### config.mk
export PLATFORM = sky130hd
export DESIGN_NAME = accel_nudge_autocenter
export DESIGN_NICKNAME = d
export VERILOG_FILES = /design/src/hdl/anac_pkg.sv /design/src/hdl/accel_nudge_autocenter.sv /design/src/hdl/anac_div.sv /design/src/hdl/anac_ctrl.sv /design/src/hdl/anac_dp.sv
export SDC_FILE = /design/constraint.sdc
export NUM_CORES = 2
export LEC_CHECK = 0
export BUFFER_PORTS_ARGS = -buffer_cell sky130_fd_sc_hd__buf_2
export CAP_MARGIN = 15
export CELL_PAD_IN_SITES_DETAIL_PLACEMENT = 0
export CELL_PAD_IN_SITES_GLOBAL_PLACEMENT = 2
export CORE_ASPECT_RATIO = 0.75
export CORE_MARGIN = 3
export CORE_UTILIZATION = 48
export CTS_CLUSTER_DIAMETER = 40
export DETAILED_ROUTE_END_ITERATION = 12
export PLACE_DENSITY_LB_ADDON = 0.1
export SYNTH_ARGS = -nofsm -noshare
export SYNTH_HDL_FRONTEND = slang
export SYNTH_SLANG_ARGS = --single-unit
### constraint.sdc
create_clock -name clk -period 29.1 [get_ports clk]
set_input_delay 2.91 -clock clk [delete_from_list [all_inputs] [get_ports clk]]
set_output_delay 2.91 -clock clk [all_outputs]
set_load 0.005 [all_outputs]
### src/hdl/anac_pkg.sv
`timescale 1ns / 1ps
package anac_pkg;

  localparam int HISTORY_DEPTH_DEF = 5;
  localparam logic [15:0] CHECK_INTERVAL_RST = 16'd500;
  localparam logic [32:0] REST_TOL_RST = 33'd26896;
  localparam int FILTER_REACH = 20;

  // configuration register indexes
  localparam logic CFG_CHECK_INTERVAL = 1'b0;
  localparam logic CFG_REST_TOL = 1'b1;

  typedef enum logic [3:0] {
    ST_IDLE, ST_DSX, ST_DSY, ST_SLOT, ST_REST, ST_ATX, ST_ATY,
    ST_CX, ST_CY, ST_SQ, ST_MOVE, ST_OUT
  } state_t;

  typedef enum logic [2:0] {
    DV_SX, DV_SY, DV_TX, DV_TY, DV_AX, DV_AY
  } div_sel_t;

  typedef struct packed {
    logic sample_ld;
    logic report_ld;
    logic div_start;
    div_sel_t div_sel;
    logic slot_upd;
    logic rest_step;
    logic k_clr;
    logic avg_next;
    logic sq_ld;
    logic move;
    logic out_ld;
  } ctl_t;

  typedef struct packed {
    logic cnt_zero;
    logic div_busy;
    logic div_done;
    logic advance;
    logic k_last;
    logic slot_empty;
    logic rest_ok;
    logic out_free;
  } sts_t;

  localparam logic signed [5:0] NOISE [0:40] = '{
    -6'sd18, -6'sd16, -6'sd14, -6'sd13, -6'sd11, -6'sd10, -6'sd8, -6'sd7,
    -6'sd6, -6'sd5, -6'sd4, -6'sd3, -6'sd2, -6'sd2, -6'sd1, -6'sd1,
    6'sd0, 6'sd0, 6'sd0, 6'sd0, 6'sd0, 6'sd0, 6'sd0, 6'sd0, 6'sd0,
    6'sd1, 6'sd1, 6'sd2, 6'sd2, 6'sd3, 6'sd4, 6'sd5, 6'sd6, 6'sd7,
    6'sd8, 6'sd10, 6'sd11, 6'sd13, 6'sd14, 6'sd16, 6'sd18
  };

  // truncate by 4, noise table near zero, truncate by 64, clamp
  function automatic logic signed [8:0] to_report(input logic signed [31:0] avg);
    logic signed [31:0] v;
    logic signed [31:0] w;
    logic [5:0] ti;
    v = (avg + (avg[31] ? 32'sd3 : 32'sd0)) >>> 2;
    if (v >= -32'(FILTER_REACH) && v <= 32'(FILTER_REACH)) begin
      ti = 6'(v + 32'(FILTER_REACH));
      v = 32'(NOISE[ti]);
    end
    w = (v + (v[31] ? 32'sd63 : 32'sd0)) >>> 6;
    if (w > 32'sd255) return 9'sd255;
    else if (w < -32'sd255) return -9'sd255;
    else return w[8:0];
  endfunction

endpackage

### src/hdl/accel_nudge_autocenter.sv
`timescale 1ns / 1ps
// Sample items are taken while idle. A report stalls the input until its result is
// loaded, after two divisions (x, then y) on the shared divider; a report with no
// samples skips them. A history advance adds a square and a move step; a wrap adds
// a rest check over all D slots and, when resting, up to 2*D+2 divisions
// (D = HISTORY_DEPTH). The result waits in an output register while new items are
// taken. Sync active-low reset clears control state, sums, history and out_valid.
module accel_nudge_autocenter #(
  parameter int HISTORY_DEPTH = anac_pkg::HISTORY_DEPTH_DEF
) (
  input  logic               clk,
  input  logic               rst_n,
  input  logic               in_valid,
  output logic               in_stall,
  input  logic               in_cmd,
  input  logic signed [15:0] in_sample_x,
  input  logic signed [15:0] in_sample_y,
  input  logic [31:0]        in_now_ms,
  output logic               out_valid,
  input  logic               out_stall,
  output logic signed [8:0]  out_report_x,
  output logic signed [8:0]  out_report_y,
  input  logic               cfg_valid,
  output logic               cfg_ready,
  input  logic               cfg_index,
  input  logic [32:0]        cfg_data
);

  anac_pkg::ctl_t ctl;
  anac_pkg::sts_t sts;

  assign cfg_ready = 1'b1;

  anac_ctrl u_ctrl (
    .clk(clk), .rst_n(rst_n), .in_valid(in_valid), .in_cmd(in_cmd),
    .in_stall(in_stall), .sts(sts), .ctl(ctl)
  );

  anac_dp #(.HISTORY_DEPTH(HISTORY_DEPTH)) u_dp (
    .clk(clk), .rst_n(rst_n), .cfg_valid(cfg_valid), .cfg_index(cfg_index),
    .cfg_data(cfg_data), .in_sample_x(in_sample_x), .in_sample_y(in_sample_y),
    .in_now_ms(in_now_ms), .ctl(ctl), .sts(sts), .out_stall(out_stall),
    .out_valid(out_valid), .out_report_x(out_report_x), .out_report_y(out_report_y)
  );

  a_div_idle_start: assert property (@(posedge clk) disable iff (!rst_n)
    ctl.div_start |-> !sts.div_busy)
    else $error("divider started while busy");

  a_out_free: assert property (@(posedge clk) disable iff (!rst_n)
    ctl.out_ld |-> sts.out_free)
    else $error("result loaded over a held item");

  a_report_no_early_out: assert property (@(posedge clk) disable iff (!rst_n)
    (in_valid && !in_stall && in_cmd) |=> (in_stall && !ctl.out_ld))
    else $error("report finished too early");

endmodule

### src/hdl/anac_div.sv
`timescale 1ns / 1ps
module anac_div (
  input  logic               clk,
  input  logic               rst_n,
  input  logic               start,
  input  logic signed [31:0] dividend,
  input  logic [15:0]        divisor,
  output logic               busy,
  output logic               done,
  output logic signed [31:0] quotient
);

  logic        busy_r, done_r, neg_r;
  logic [4:0]  cnt_r;
  logic [15:0] rem_r, d_r;
  logic [31:0] q_r;
  logic [16:0] sh;

  assign sh = {rem_r, q_r[31]};

  always_ff @(posedge clk) begin
    if (!rst_n) begin
      busy_r <= 1'b0;
      done_r <= 1'b0;
    end else begin
      done_r <= 1'b0;
      if (start && !busy_r) begin
        busy_r <= 1'b1;
        cnt_r  <= '0;
        rem_r  <= '0;
        d_r    <= divisor;
        neg_r  <= dividend[31];
        q_r    <= dividend[31] ? 32'(-dividend) : 32'(dividend);
      end else if (busy_r) begin
        // one restoring step per cycle
        if (sh >= {1'b0, d_r}) begin
          rem_r <= 16'(sh - {1'b0, d_r});
          q_r   <= {q_r[30:0], 1'b1};
        end else begin
          rem_r <= sh[15:0];
          q_r   <= {q_r[30:0], 1'b0};
        end
        cnt_r <= cnt_r + 5'd1;
        if (cnt_r == 5'd31) begin
          busy_r <= 1'b0;
          done_r <= 1'b1;
        end
      end
    end
  end

  assign busy = busy_r;
  assign done = done_r;
  assign quotient = neg_r ? -$signed(q_r) : $signed(q_r);

endmodule

### src/hdl/anac_ctrl.sv
`timescale 1ns / 1ps
module anac_ctrl (
  input  logic            clk,
  input  logic            rst_n,
  input  logic            in_valid,
  input  logic            in_cmd,
  output logic            in_stall,
  input  anac_pkg::sts_t  sts,
  output anac_pkg::ctl_t  ctl
);

  anac_pkg::state_t state_r, state_nxt;

  always_ff @(posedge clk) begin
    if (!rst_n) state_r <= anac_pkg::ST_IDLE;
    else state_r <= state_nxt;
  end

  always_comb begin
    state_nxt = state_r;
    unique case (state_r)
      anac_pkg::ST_IDLE:
        if (in_valid && in_cmd)
          state_nxt = sts.cnt_zero ? anac_pkg::ST_SLOT : anac_pkg::ST_DSX;
      anac_pkg::ST_DSX: if (sts.div_done) state_nxt = anac_pkg::ST_DSY;
      anac_pkg::ST_DSY: if (sts.div_done) state_nxt = anac_pkg::ST_SLOT;
      anac_pkg::ST_SLOT: begin
        if (!sts.advance) state_nxt = anac_pkg::ST_OUT;
        else if (sts.k_last) state_nxt = anac_pkg::ST_REST;
        else state_nxt = anac_pkg::ST_SQ;
      end
      anac_pkg::ST_REST:
        if (sts.k_last) state_nxt = sts.rest_ok ? anac_pkg::ST_ATX : anac_pkg::ST_SQ;
      anac_pkg::ST_ATX: begin
        if (sts.slot_empty) begin
          if (sts.k_last) state_nxt = anac_pkg::ST_CX;
        end else if (sts.div_done) state_nxt = anac_pkg::ST_ATY;
      end
      anac_pkg::ST_ATY:
        if (sts.div_done) state_nxt = sts.k_last ? anac_pkg::ST_CX : anac_pkg::ST_ATX;
      anac_pkg::ST_CX: if (sts.div_done) state_nxt = anac_pkg::ST_CY;
      anac_pkg::ST_CY: if (sts.div_done) state_nxt = anac_pkg::ST_SQ;
      anac_pkg::ST_SQ: state_nxt = anac_pkg::ST_MOVE;
      anac_pkg::ST_MOVE: state_nxt = anac_pkg::ST_OUT;
      anac_pkg::ST_OUT: if (sts.out_free) state_nxt = anac_pkg::ST_IDLE;
      default: state_nxt = anac_pkg::ST_IDLE;
    endcase
  end

  logic div_go;
  assign div_go = !sts.div_busy && !sts.div_done;

  always_comb begin
    ctl = '0;
    ctl.div_sel = anac_pkg::DV_SX;
    in_stall = (state_r != anac_pkg::ST_IDLE);
    unique case (state_r)
      anac_pkg::ST_IDLE: begin
        ctl.sample_ld = in_valid && !in_cmd;
        ctl.report_ld = in_valid && in_cmd;
      end
      anac_pkg::ST_DSX: ctl.div_start = div_go;
      anac_pkg::ST_DSY: begin
        ctl.div_sel = anac_pkg::DV_SY;
        ctl.div_start = div_go;
      end
      anac_pkg::ST_SLOT: ctl.slot_upd = 1'b1;
      anac_pkg::ST_REST: begin
        ctl.rest_step = 1'b1;
        ctl.k_clr = sts.k_last && sts.rest_ok;
      end
      anac_pkg::ST_ATX: begin
        ctl.div_sel = anac_pkg::DV_TX;
        ctl.div_start = div_go && !sts.slot_empty;
        // skip an empty slot, its average counts as zero
        ctl.avg_next = sts.slot_empty && !sts.k_last;
      end
      anac_pkg::ST_ATY: begin
        ctl.div_sel = anac_pkg::DV_TY;
        ctl.div_start = div_go;
        ctl.avg_next = sts.div_done && !sts.k_last;
      end
      anac_pkg::ST_CX: begin
        ctl.div_sel = anac_pkg::DV_AX;
        ctl.div_start = div_go;
      end
      anac_pkg::ST_CY: begin
        ctl.div_sel = anac_pkg::DV_AY;
        ctl.div_start = div_go;
      end
      anac_pkg::ST_SQ: ctl.sq_ld = 1'b1;
      anac_pkg::ST_MOVE: ctl.move = 1'b1;
      anac_pkg::ST_OUT: ctl.out_ld = sts.out_free;
      default: ;
    endcase
  end

endmodule

### src/hdl/anac_dp.sv
`timescale 1ns / 1ps
module anac_dp #(
  parameter int HISTORY_DEPTH = anac_pkg::HISTORY_DEPTH_DEF
) (
  input  logic               clk,
  input  logic               rst_n,
  input  logic               cfg_valid,
  input  logic               cfg_index,
  input  logic [32:0]        cfg_data,
  input  logic signed [15:0] in_sample_x,
  input  logic signed [15:0] in_sample_y,
  input  logic [31:0]        in_now_ms,
  input  anac_pkg::ctl_t     ctl,
  output anac_pkg::sts_t     sts,
  input  logic               out_stall,
  output logic               out_valid,
  output logic signed [8:0]  out_report_x,
  output logic signed [8:0]  out_report_y
);

  localparam int IW = (HISTORY_DEPTH > 1) ? $clog2(HISTORY_DEPTH) : 1;

  logic [15:0]        interval_r;
  logic [32:0]        tol_r;
  logic signed [31:0] sum_x_r, sum_y_r, ax_r, ay_r;
  logic [15:0]        cnt_r;
  logic signed [15:0] last_x_r, last_y_r, center_x_r, center_y_r;
  logic [31:0]        now_r, last_check_r;
  logic [IW-1:0]      cur_r, k_r, ncur_r;
  logic               rest_r;
  logic signed [8:0]  rx_r, ry_r;
  logic [32:0]        sqx_r, sqy_r;
  logic               out_valid_r;
  logic signed [8:0]  out_x_r, out_y_r;

  logic signed [15:0] pos_x_r [HISTORY_DEPTH];
  logic signed [15:0] pos_y_r [HISTORY_DEPTH];
  logic [32:0]        dist_r [HISTORY_DEPTH];
  logic signed [31:0] tot_x_r [HISTORY_DEPTH];
  logic signed [31:0] tot_y_r [HISTORY_DEPTH];
  logic [15:0]        scnt_r [HISTORY_DEPTH];

  function automatic logic signed [31:0] sat_add(input logic signed [31:0] s,
                                                 input logic signed [16:0] d);
    logic signed [32:0] t;
    t = 33'(s) + 33'(d);
    if (t > 33'sd2147483647) return 32'sh7FFFFFFF;
    else if (t < -33'sd2147483648) return 32'sh80000000;
    else return t[31:0];
  endfunction

  // shared divider
  logic signed [31:0] dv_a, dv_q;
  logic [15:0]        dv_b;
  logic               dv_busy, dv_done;

  always_comb begin
    unique case (ctl.div_sel)
      anac_pkg::DV_SX: begin dv_a = sum_x_r; dv_b = cnt_r; end
      anac_pkg::DV_SY: begin dv_a = sum_y_r; dv_b = cnt_r; end
      anac_pkg::DV_TX: begin dv_a = tot_x_r[k_r]; dv_b = scnt_r[k_r]; end
      anac_pkg::DV_TY: begin dv_a = tot_y_r[k_r]; dv_b = scnt_r[k_r]; end
      anac_pkg::DV_AX: begin dv_a = ax_r; dv_b = 16'(HISTORY_DEPTH); end
      anac_pkg::DV_AY: begin dv_a = ay_r; dv_b = 16'(HISTORY_DEPTH); end
      default: begin dv_a = sum_x_r; dv_b = cnt_r; end
    endcase
  end

  anac_div u_div (
    .clk(clk), .rst_n(rst_n), .start(ctl.div_start), .dividend(dv_a),
    .divisor(dv_b), .busy(dv_busy), .done(dv_done), .quotient(dv_q)
  );

  logic [31:0]        limit;
  logic signed [16:0] dx, dy;
  logic               k_last;

  assign limit  = last_check_r + 32'(interval_r);
  assign k_last = (k_r == IW'(HISTORY_DEPTH - 1));
  assign dx = 17'(pos_x_r[k_r]) - 17'(last_x_r);
  assign dy = 17'(pos_y_r[k_r]) - 17'(last_y_r);

  always_comb begin
    sts.cnt_zero   = (cnt_r == 16'd0);
    sts.div_busy   = dv_busy;
    sts.div_done   = dv_done;
    sts.advance    = (now_r > limit);
    sts.k_last     = k_last;
    sts.slot_empty = (scnt_r[k_r] == 16'd0);
    sts.rest_ok    = rest_r && (dist_r[k_r] < tol_r);
    sts.out_free   = !out_valid_r || !out_stall;
  end

  always_ff @(posedge clk) begin
    if (!rst_n) begin
      interval_r <= anac_pkg::CHECK_INTERVAL_RST;
      tol_r      <= anac_pkg::REST_TOL_RST;
    end else if (cfg_valid) begin
      unique case (cfg_index)
        anac_pkg::CFG_CHECK_INTERVAL: interval_r <= cfg_data[15:0];
        anac_pkg::CFG_REST_TOL: tol_r <= cfg_data;
        default: ;
      endcase
    end
  end

  always_ff @(posedge clk) begin
    if (!rst_n) begin
      sum_x_r <= '0; sum_y_r <= '0; cnt_r <= '0;
      last_x_r <= '0; last_y_r <= '0;
      center_x_r <= '0; center_y_r <= '0;
      cur_r <= '0; k_r <= '0; ncur_r <= '0;
      last_check_r <= '0;
      rest_r <= 1'b0;
      out_valid_r <= 1'b0;
      for (int i = 0; i < HISTORY_DEPTH; i++) begin
        pos_x_r[i] <= '0; pos_y_r[i] <= '0; dist_r[i] <= '0;
        tot_x_r[i] <= '0; tot_y_r[i] <= '0; scnt_r[i] <= '0;
      end
    end else begin
      if (ctl.sample_ld) begin
        if (cnt_r != 16'hFFFF) begin
          sum_x_r <= sat_add(sum_x_r, 17'(in_sample_x) - 17'(center_x_r));
          sum_y_r <= sat_add(sum_y_r, 17'(in_sample_y) - 17'(center_y_r));
          cnt_r   <= cnt_r + 16'd1;
        end
        last_x_r <= in_sample_x;
        last_y_r <= in_sample_y;
      end

      if (ctl.report_ld) begin
        now_r <= in_now_ms;
        rx_r  <= '0;
        ry_r  <= '0;
      end

      if (dv_done) begin
        unique case (ctl.div_sel)
          anac_pkg::DV_SX: rx_r <= anac_pkg::to_report(dv_q);
          anac_pkg::DV_SY: ry_r <= anac_pkg::to_report(dv_q);
          anac_pkg::DV_TX: ax_r <= ax_r + dv_q;
          anac_pkg::DV_TY: ay_r <= ay_r + dv_q;
          anac_pkg::DV_AX: center_x_r <= dv_q[15:0];
          anac_pkg::DV_AY: center_y_r <= dv_q[15:0];
          default: ;
        endcase
      end

      if (ctl.slot_upd) begin
        sum_x_r <= '0;
        sum_y_r <= '0;
        cnt_r   <= '0;
        if (scnt_r[k_r] != 16'hFFFF) begin
          tot_x_r[k_r] <= tot_x_r[k_r] + 32'(last_x_r);
          tot_y_r[k_r] <= tot_y_r[k_r] + 32'(last_y_r);
          scnt_r[k_r]  <= scnt_r[k_r] + 16'd1;
        end
        if (sts.advance) begin
          last_check_r <= now_r;
          ncur_r <= k_last ? '0 : k_r + 1'b1;
          rest_r <= 1'b1;
          ax_r   <= '0;
          ay_r   <= '0;
        end
      end

      if (ctl.rest_step) rest_r <= sts.rest_ok;

      // one slot pointer serves every array access
      priority if (ctl.report_ld) k_r <= cur_r;
      else if (ctl.slot_upd && sts.advance && k_last) k_r <= '0;
      else if (ctl.k_clr) k_r <= '0;
      else if (ctl.rest_step && !k_last) k_r <= k_r + 1'b1;
      else if (ctl.avg_next) k_r <= k_r + 1'b1;
      else if (ctl.sq_ld) k_r <= ncur_r;

      if (ctl.sq_ld) begin
        sqx_r <= 33'(dx * dx);
        sqy_r <= 33'(dy * dy);
      end

      if (ctl.move) begin
        pos_x_r[k_r] <= last_x_r;
        pos_y_r[k_r] <= last_y_r;
        dist_r[k_r]  <= sqx_r + sqy_r;
        tot_x_r[k_r] <= '0;
        tot_y_r[k_r] <= '0;
        scnt_r[k_r]  <= '0;
        cur_r        <= k_r;
      end

      if (ctl.out_ld) begin
        out_valid_r <= 1'b1;
        out_x_r     <= rx_r;
        out_y_r     <= ry_r;
      end else if (out_valid_r && !out_stall) begin
        out_valid_r <= 1'b0;
      end
    end
  end

  assign out_valid    = out_valid_r;
  assign out_report_x = out_x_r;
  assign out_report_y = out_y_r;

endmodule
# Word level (Yosys, flattened, before mapping)

Memory sizes are Yosys's and may differ from the RTL's. A register that Yosys moved wholly into a read port is not among the register bits.
Cells that the tools add are included.

Memories: 7
Bits in registers: 510
Bits in writable memories: 725
ROM bits: 384

Magnitude comparators: 14
Multiplexer cells: 127
Bitwise logic cells: 7
Add/subtract/negate cells: 23
Equal/unequal tests: 30
Reductions and logical operators: 56
Multipliers: 2

Memory list:

| memory           | depth | width | rd ports | clocked after memory_dff | write ports | RTL line       | text |
|---|---|---|---|---|---|---|---|
| (name not given) | 64    | 6     | 1        | 0                        | 0           | anac_pkg.sv:63 | `v = 32'(NOISE[ti]);` |
| u_dp.dist_r      | 5     | 33    | 1        | 1                        | 5           | anac_dp.sv:38  | `logic [32:0] dist_r [HISTORY_DEPTH];` |
| u_dp.tot_x_r     | 5     | 32    | 1        | 1                        | 5           | anac_dp.sv:39  | `logic signed [31:0] tot_x_r [HISTORY_DEPTH];` |
| u_dp.tot_y_r     | 5     | 32    | 1        | 1                        | 5           | anac_dp.sv:40  | `logic signed [31:0] tot_y_r [HISTORY_DEPTH];` |
| u_dp.pos_x_r     | 5     | 16    | 1        | 1                        | 5           | anac_dp.sv:36  | `logic signed [15:0] pos_x_r [HISTORY_DEPTH];` |
| u_dp.pos_y_r     | 5     | 16    | 1        | 1                        | 5           | anac_dp.sv:37  | `logic signed [15:0] pos_y_r [HISTORY_DEPTH];` |
| 1 more memories  | -     | -     | -        | -                        | -           | -              |  |

Operators with widths:

| operator               | number |
|---|---|
| $mux W32               | 27 |
| $pmux W32 S5           | 1 |
| $add A32 B16 Y32       | 3 |
| $mux W16               | 6 |
| $mux W9                | 10 |
| $mux W3                | 25 |
| $sub A16 B16 Y17       | 4 |
| $add A32 B17 Y33       | 2 |
| $gt A33 B32 Y1 const B | 2 |
| $lt A33 B32 Y1 const B | 2 |
| $mul A17 B17 Y33       | 2 |
| $add A32 B32 Y32       | 2 |
| $add A32 B7 Y32        | 2 |
| $neg A32 Y32           | 2 |
| $reduce_or A32 Y1      | 2 |
| $mux W4                | 14 |
| $gt A26 B9 Y1 const B  | 2 |
| $lt A26 B9 Y1 const B  | 2 |
| $pmux W4 S12           | 1 |
| $reduce_or A16 Y1      | 3 |
| $add A33 B33 Y33       | 1 |
| $lt A33 B33 Y1         | 1 |
| $mux W33               | 1 |
| $reduce_or A33 Y1      | 1 |
| 47 further kinds       | 141 |

# Longest topological paths before layout

Word-level depth: 20
Mapped depth: 58
Gate-level depth less buffers: 45

# Hierarchy

A second synthesis with hierarchy kept.

Cell total of the unflattened synthesis: 9751
Area total of the unflattened synthesis: 108663.0 um2

By module, submodules not included:

| module                 | area each (um2) | cells an instance | times used | sequential area each (um2) |
|---|---|---|---|---|
| anac_dp                | 103061.3        | 9156              | 1          | 45503.6 |
| anac_div               | 4982.3          | 507               | 1          | 2142.1 |
| anac_ctrl              | 608.1           | 86                | 1          | 80.1 |
| accel_nudge_autocenter | 11.3            | 2                 | 1          | 0.0 |

# Worst setup path before layout

OpenSTA, ideal clock, no wires.

Path type: reg-to-reg
Start point: register with a tool-made name
End point: register u_dp.sqx_r[30] (data pin)
Setup slack: 14.923 ns
Clock period less this slack: 14.177 ns
Required time: 28.842 ns
Arrival time: 13.920 ns
Library setup time: 0.258 ns
Cell stages (with the launch flop): 57
Cell sequence: dfxtp_1 > buf_2 > buf_2 > buf_2 > buf_2 > buf_2 > buf_2 > buf_2 > buf_2 > clkbuf_1 > clkbuf_1 > buf_1 > mux4_2 > mux2i_1 > ha_1 > inv_1 > fa_1 > nand2_1 > (+21 left out) > fa_1 > inv_1 > fa_1 > fa_1 > fa_1 > inv_1 > fa_1 > ha_1 > nand3_1 > a2111oi_0 > a2111oi_0 > nor3_1 > a211oi_1 > a21oi_1 > o21a_1 > o21ai_0 > nor2b_1 > xnor2_1

RTL lines:

| item                 | RTL line       | text |
|---|---|---|
| end signal, assigned | anac_dp.sv:178 | `sqx_r <= 33'(dx * dx);` |
| end, declared        | anac_dp.sv:32  | `logic [32:0] sqx_r, sqy_r;` |

==> results.md <==
Yosys:
- The number of warnings reported in the yosys synthesis log is 0.
- The number of nets produced by synthesis is 10.9k.
- The synthesized netlist contains between 100 and 150 unique library cells.
- Yosys mapped a number of flops with a built-in enable equal to 1,426.
- The top flip-flop cell by instance count after synthesis is sky130_fd_sc_hd__edfxtp_1.
- The average cell area after synthesis is 11.1 um^2.
- The synthesized area is 0.107 mm^2.
- Counting flops with an async set or reset pin after synthesis yields a share of 0%.
- The synthesis-stage register bit count is 1,671.
- In the synthesized netlist, the number of instances is 9,693.
- Sequential elements use 44.5% of the synthesized area.

Worst setup path:
- Data on the critical path is required at its endpoint by 29.72 ns.
- The worst endpoint data arrival time is 13.86 ns.
- The critical path contains buffers and inverters numbering 6 combined.
- The cell occurring most often along the worst timing path is sky130_fd_sc_hd__o21ai_0.
- The critical path start-end classification is flop to flop.
- The kind of launch point of the worst setup path is a flop.
- The cell family with the largest share of critical-path delay is compound AO/OA/AOI/OAI gates.
- The slowest stage of the critical path belongs to the cell sky130_fd_sc_hd__nor2_1.
- The maximum net fanout on the critical path is 43.
- On the worst path, the slowest cell contributes a delay of between 0.9 and 1 ns.
- STA classifies the critical path endpoint as a flop.

Placed design:
- Once detailed placement completed, the half-perimeter wirelength came to 233 mm.
- The number of port buffers is between 100 and 150.
- At the end of routability-driven placement, the weighted congestion stood at between 0.8 and 0.9.

Drt:
- The DRC violation total after the first TritonRoute iteration is 8,199.
- The first detailed-routing pass ran for 6 iterations.
- The routed wire length is 332 mm.
- The number of nets with antenna violations after routing is 0.
- The via total after detailed routing is 75.6k.
- The routed wirelength normalized by instance count is roughly 26 um.
- The per-cell via count in the routed design is a little under 6.
- The final routed DRC violation total is 0.

Timing:
- The total negative slack for setup checks is 0 ns.
- The transition time at the pin with the least slew margin is 1.25 ns.
- The count of endpoints failing setup in the final report is 0.
- In the finished design, the share of the clock period the worst path needs comes to 45.5%.
- The number of pins exceeding their max-slew limit in the final report came to 0.
- For the final database, setup skew stands at 0.130 ns.
- The worst slew margin relative to its limit is roughly 16%.
- The final-report hold violation count was 0.
- Based on the critical path, the design can be clocked at up to 75.5 MHz.
- Setup repair after global routing left no endpoint under its margin.
- The post-route minimum period is between 10 and 15 ns.

Clock tree:
- After clock tree synthesis, the clock-pin slew on the worst setup and hold paths is 0.06 ns.
- The number of gates resized after cts is 0.
- The setup fix buffers added after clock tree synthesis is 0.
- Counting every sink on the clock net gives 1,671.
- In this run the deepest clock path goes through 4 buffers.
- The latest clock arrival within the worst-skew pair is around 0.94 ns.
- The clock tree synthesis step divided the H-tree into 4 levels.
- The CTS buffer count is between 200 and 250.
- Buffers inserted to repair hold after CTS numbered 0.
- The tree is rooted in a sky130_fd_sc_hd__clkbuf_16.
- TritonCTS built the clock tree.

Floorplanning:
- The x dimension of the die is 552 um.
- During I/O placement, the number of pins put on the boundary was approximately 130.
- The die covers roughly 0.23 mm^2.
- The floorplan has approximately 150 rows.
- The core box area is roughly 0.22 mm^2.
- In this run the vertical extent of the chip is 416 um.
- The initial core utilization is 48.6%.

Cells and area:
- The final net count is 11.0k.
- Counting the fill cells in the layout gives 19.2k.
- The area growth from synthesis to layout is 11.5%.
- In the final layout, the share of cells above drive strength 1 is 12.5%.

GRT:
- The via count of the first global-routing pass is 74.0k.
- The initial antenna violation count is 11.
- The global-route wire length before repair is 494 mm.
- The overall global routing resource usage is 28.7%.
- The pin count of the biggest net entering global routing is 104.
- The residual overflow from global routing is 0.

Outcome:
- The run finished with clean final reports.

Hold path:
- The worst hold path belongs to the class flop to flop.

Run:
- The max-cap check violation count is 0.
==> logic make-up after synthesis <==
kind of cell	after synthesis	synth area share [%]
adder cells (fa/ha/maj)	1166	17.7
AND/OR/NAND/NOR	2871	12.0
buffers and inverters	1640	5.86
XOR/XNOR	412	3.37
AO/OA/AOI/OAI	1457	8.64
flip-flops	1671	44.5
multiplexers	475	7.96
other	1	0.00349
==> layout by cell type (no fill, tap or decap), types with 36 or more instances in the layout <==
cell type	Yosys	final
sky130_fd_sc_hd__nand2_1	762	748
sky130_fd_sc_hd__nor2_1	1295	1281
sky130_fd_sc_hd__o31ai_1	45	45
sky130_fd_sc_hd__a211oi_1	61	61
sky130_fd_sc_hd__inv_6	0	40
sky130_fd_sc_hd__inv_1	1207	1206
sky130_fd_sc_hd__nor2b_1	72	69
sky130_fd_sc_hd__xnor2_1	289	282
sky130_fd_sc_hd__ha_1	534	534
sky130_fd_sc_hd__o21bai_1	48	48
sky130_fd_sc_hd__nand4_1	65	65
sky130_fd_sc_hd__fa_1	601	601
sky130_fd_sc_hd__or3_1	73	71
sky130_fd_sc_hd__buf_2	51	122
sky130_fd_sc_hd__xor2_1	122	120
sky130_fd_sc_hd__clkbuf_16	0	235
sky130_fd_sc_hd__a221oi_1	43	43
sky130_fd_sc_hd__mux2_2	128	128
sky130_fd_sc_hd__o21a_1	44	44
sky130_fd_sc_hd__nand3_1	126	119
sky130_fd_sc_hd__a21oi_1	501	501
sky130_fd_sc_hd__nor3_1	131	127
sky130_fd_sc_hd__a21o_1	72	72
sky130_fd_sc_hd__or2_2	36	36
sky130_fd_sc_hd__mux4_2	290	290
sky130_fd_sc_hd__edfxtp_1	1426	1426
sky130_fd_sc_hd__dfxtp_1	245	242
sky130_fd_sc_hd__o21ai_0	332	331
sky130_fd_sc_hd__and2_1	75	75
sky130_fd_sc_hd__mux2i_1	56	56
sky130_fd_sc_hd__nand2b_1	54	54
sky130_fd_sc_hd__buf_4	3	146
sky130_fd_sc_hd__and3_1	56	56
==> synth_stat cells (all sizes together) (32+ instances only) <==
library cell	instances	area, um^2
a31oi	35	225
mux2i	57	574
mux4	290	6530
nor2b	72	450
nor3	133	676
fa	601	12000
xnor2	289	2530
nor2	1295	4860
o21bai	48	360
nand3	127	641
and2	76	478
mux2	128	1440
a21o	72	541
nand4	70	469
o31ai	46	359
and3	56	350
dfxtp	245	4900
inv	1209	4540
nand2	764	2870
clkbuf	314	1180
ha	534	6680
xor2	123	1080
o21ai	343	1730
a21oi	502	2520
nand2b	54	338
nor4	40	387
a221o	32	320
a211oi	61	458
edfxtp	1426	42800
buf	103	522
or3	74	468
or2	36	225
o21a	44	330
a221oi	43	377
==> worst paths after layout <==
check / startpoint / slack, ns / cells after the start / end
worst max-delay path: flop / 15.85 / 38 / u_dp.sqx_r[30]
worst min register to register: u_dp.tol_r[24] / 0.46 / 2 / u_dp.tol_r[24]
worst min-delay path: u_dp.tol_r[24] / 0.46 / 2 / u_dp.tol_r[24]
worst max register to register: flop / 15.85 / 38 / u_dp.sqx_r[30]
==> metrics by stage <==
step                      setup slack, ns  std cells  area, um^2  hold slack (ns)  util, %
after global placement              16.05      12500      111000            0.443     50.4
after floorplan                     14.92       9693      107000            0.426        -
after global routing                14.77      12900      120000            0.476     54.1
final                               15.85      12900      120000            0.456     54.1
after detailed placement            15.83      12500      111000            0.443     50.4
after CTS                           15.76      12900      120000            0.460     54.1
==> flip-flops by register name, indices dropped and copies added (netlist names), 32 cells and up, named ones only <==
register	count
u_dp.ax_r	32
u_dp.ay_r	32
u_dp.dist_r	264
u_dp.last_check_r	32
u_dp.now_r	32
u_dp.pos_x_r	128
u_dp.pos_y_r	128
u_dp.scnt_r	128
u_dp.sqx_r	32
u_dp.sqy_r	32
u_dp.sum_x_r	32
u_dp.sum_y_r	32
u_dp.tol_r	33
u_dp.tot_x_r	256
u_dp.tot_y_r	256
u_dp.u_div.q_r	32
==> cell type report <==
cell class | instances | area (um^2) | area share, %
clock inverter | 174 | 2090 | 1.75
tap | 2944 | 3680 | 3.08
clock buffer | 258 | 6020 | 5.03
antenna | 3 | 7.51 | 0.00627
multi-input combinational | 6382 | 53700 | 44.9
inverter | 1223 | 4600 | 3.84
timing repair buffer | 272 | 1790 | 1.49
sequential | 1671 | 47700 | 39.9
==> layer usage <==
layer / vias up / part of all wire (%) / global-route usage (%)
met5: - / 0.0033 / 0
met4: 2 / 1.6 / 4.82
met3: 348 / 9.3 / 6.17
met2: 3016 / 41 / 40.4
met1: 38200 / 48 / 45.8
li1: 34000 / - / -
==> worst min-delay path, cell delays in order, from the launching register on <==
cell and delay, ns:
sky130_fd_sc_hd__dfxtp_1 0.31, sky130_fd_sc_hd__nand2_1 0.05, sky130_fd_sc_hd__a21oi_1 0.05
Power is left out: the tool's default activity adds up to more than one toggle a clock period on the data nets, which glitch-free logic cannot reach.
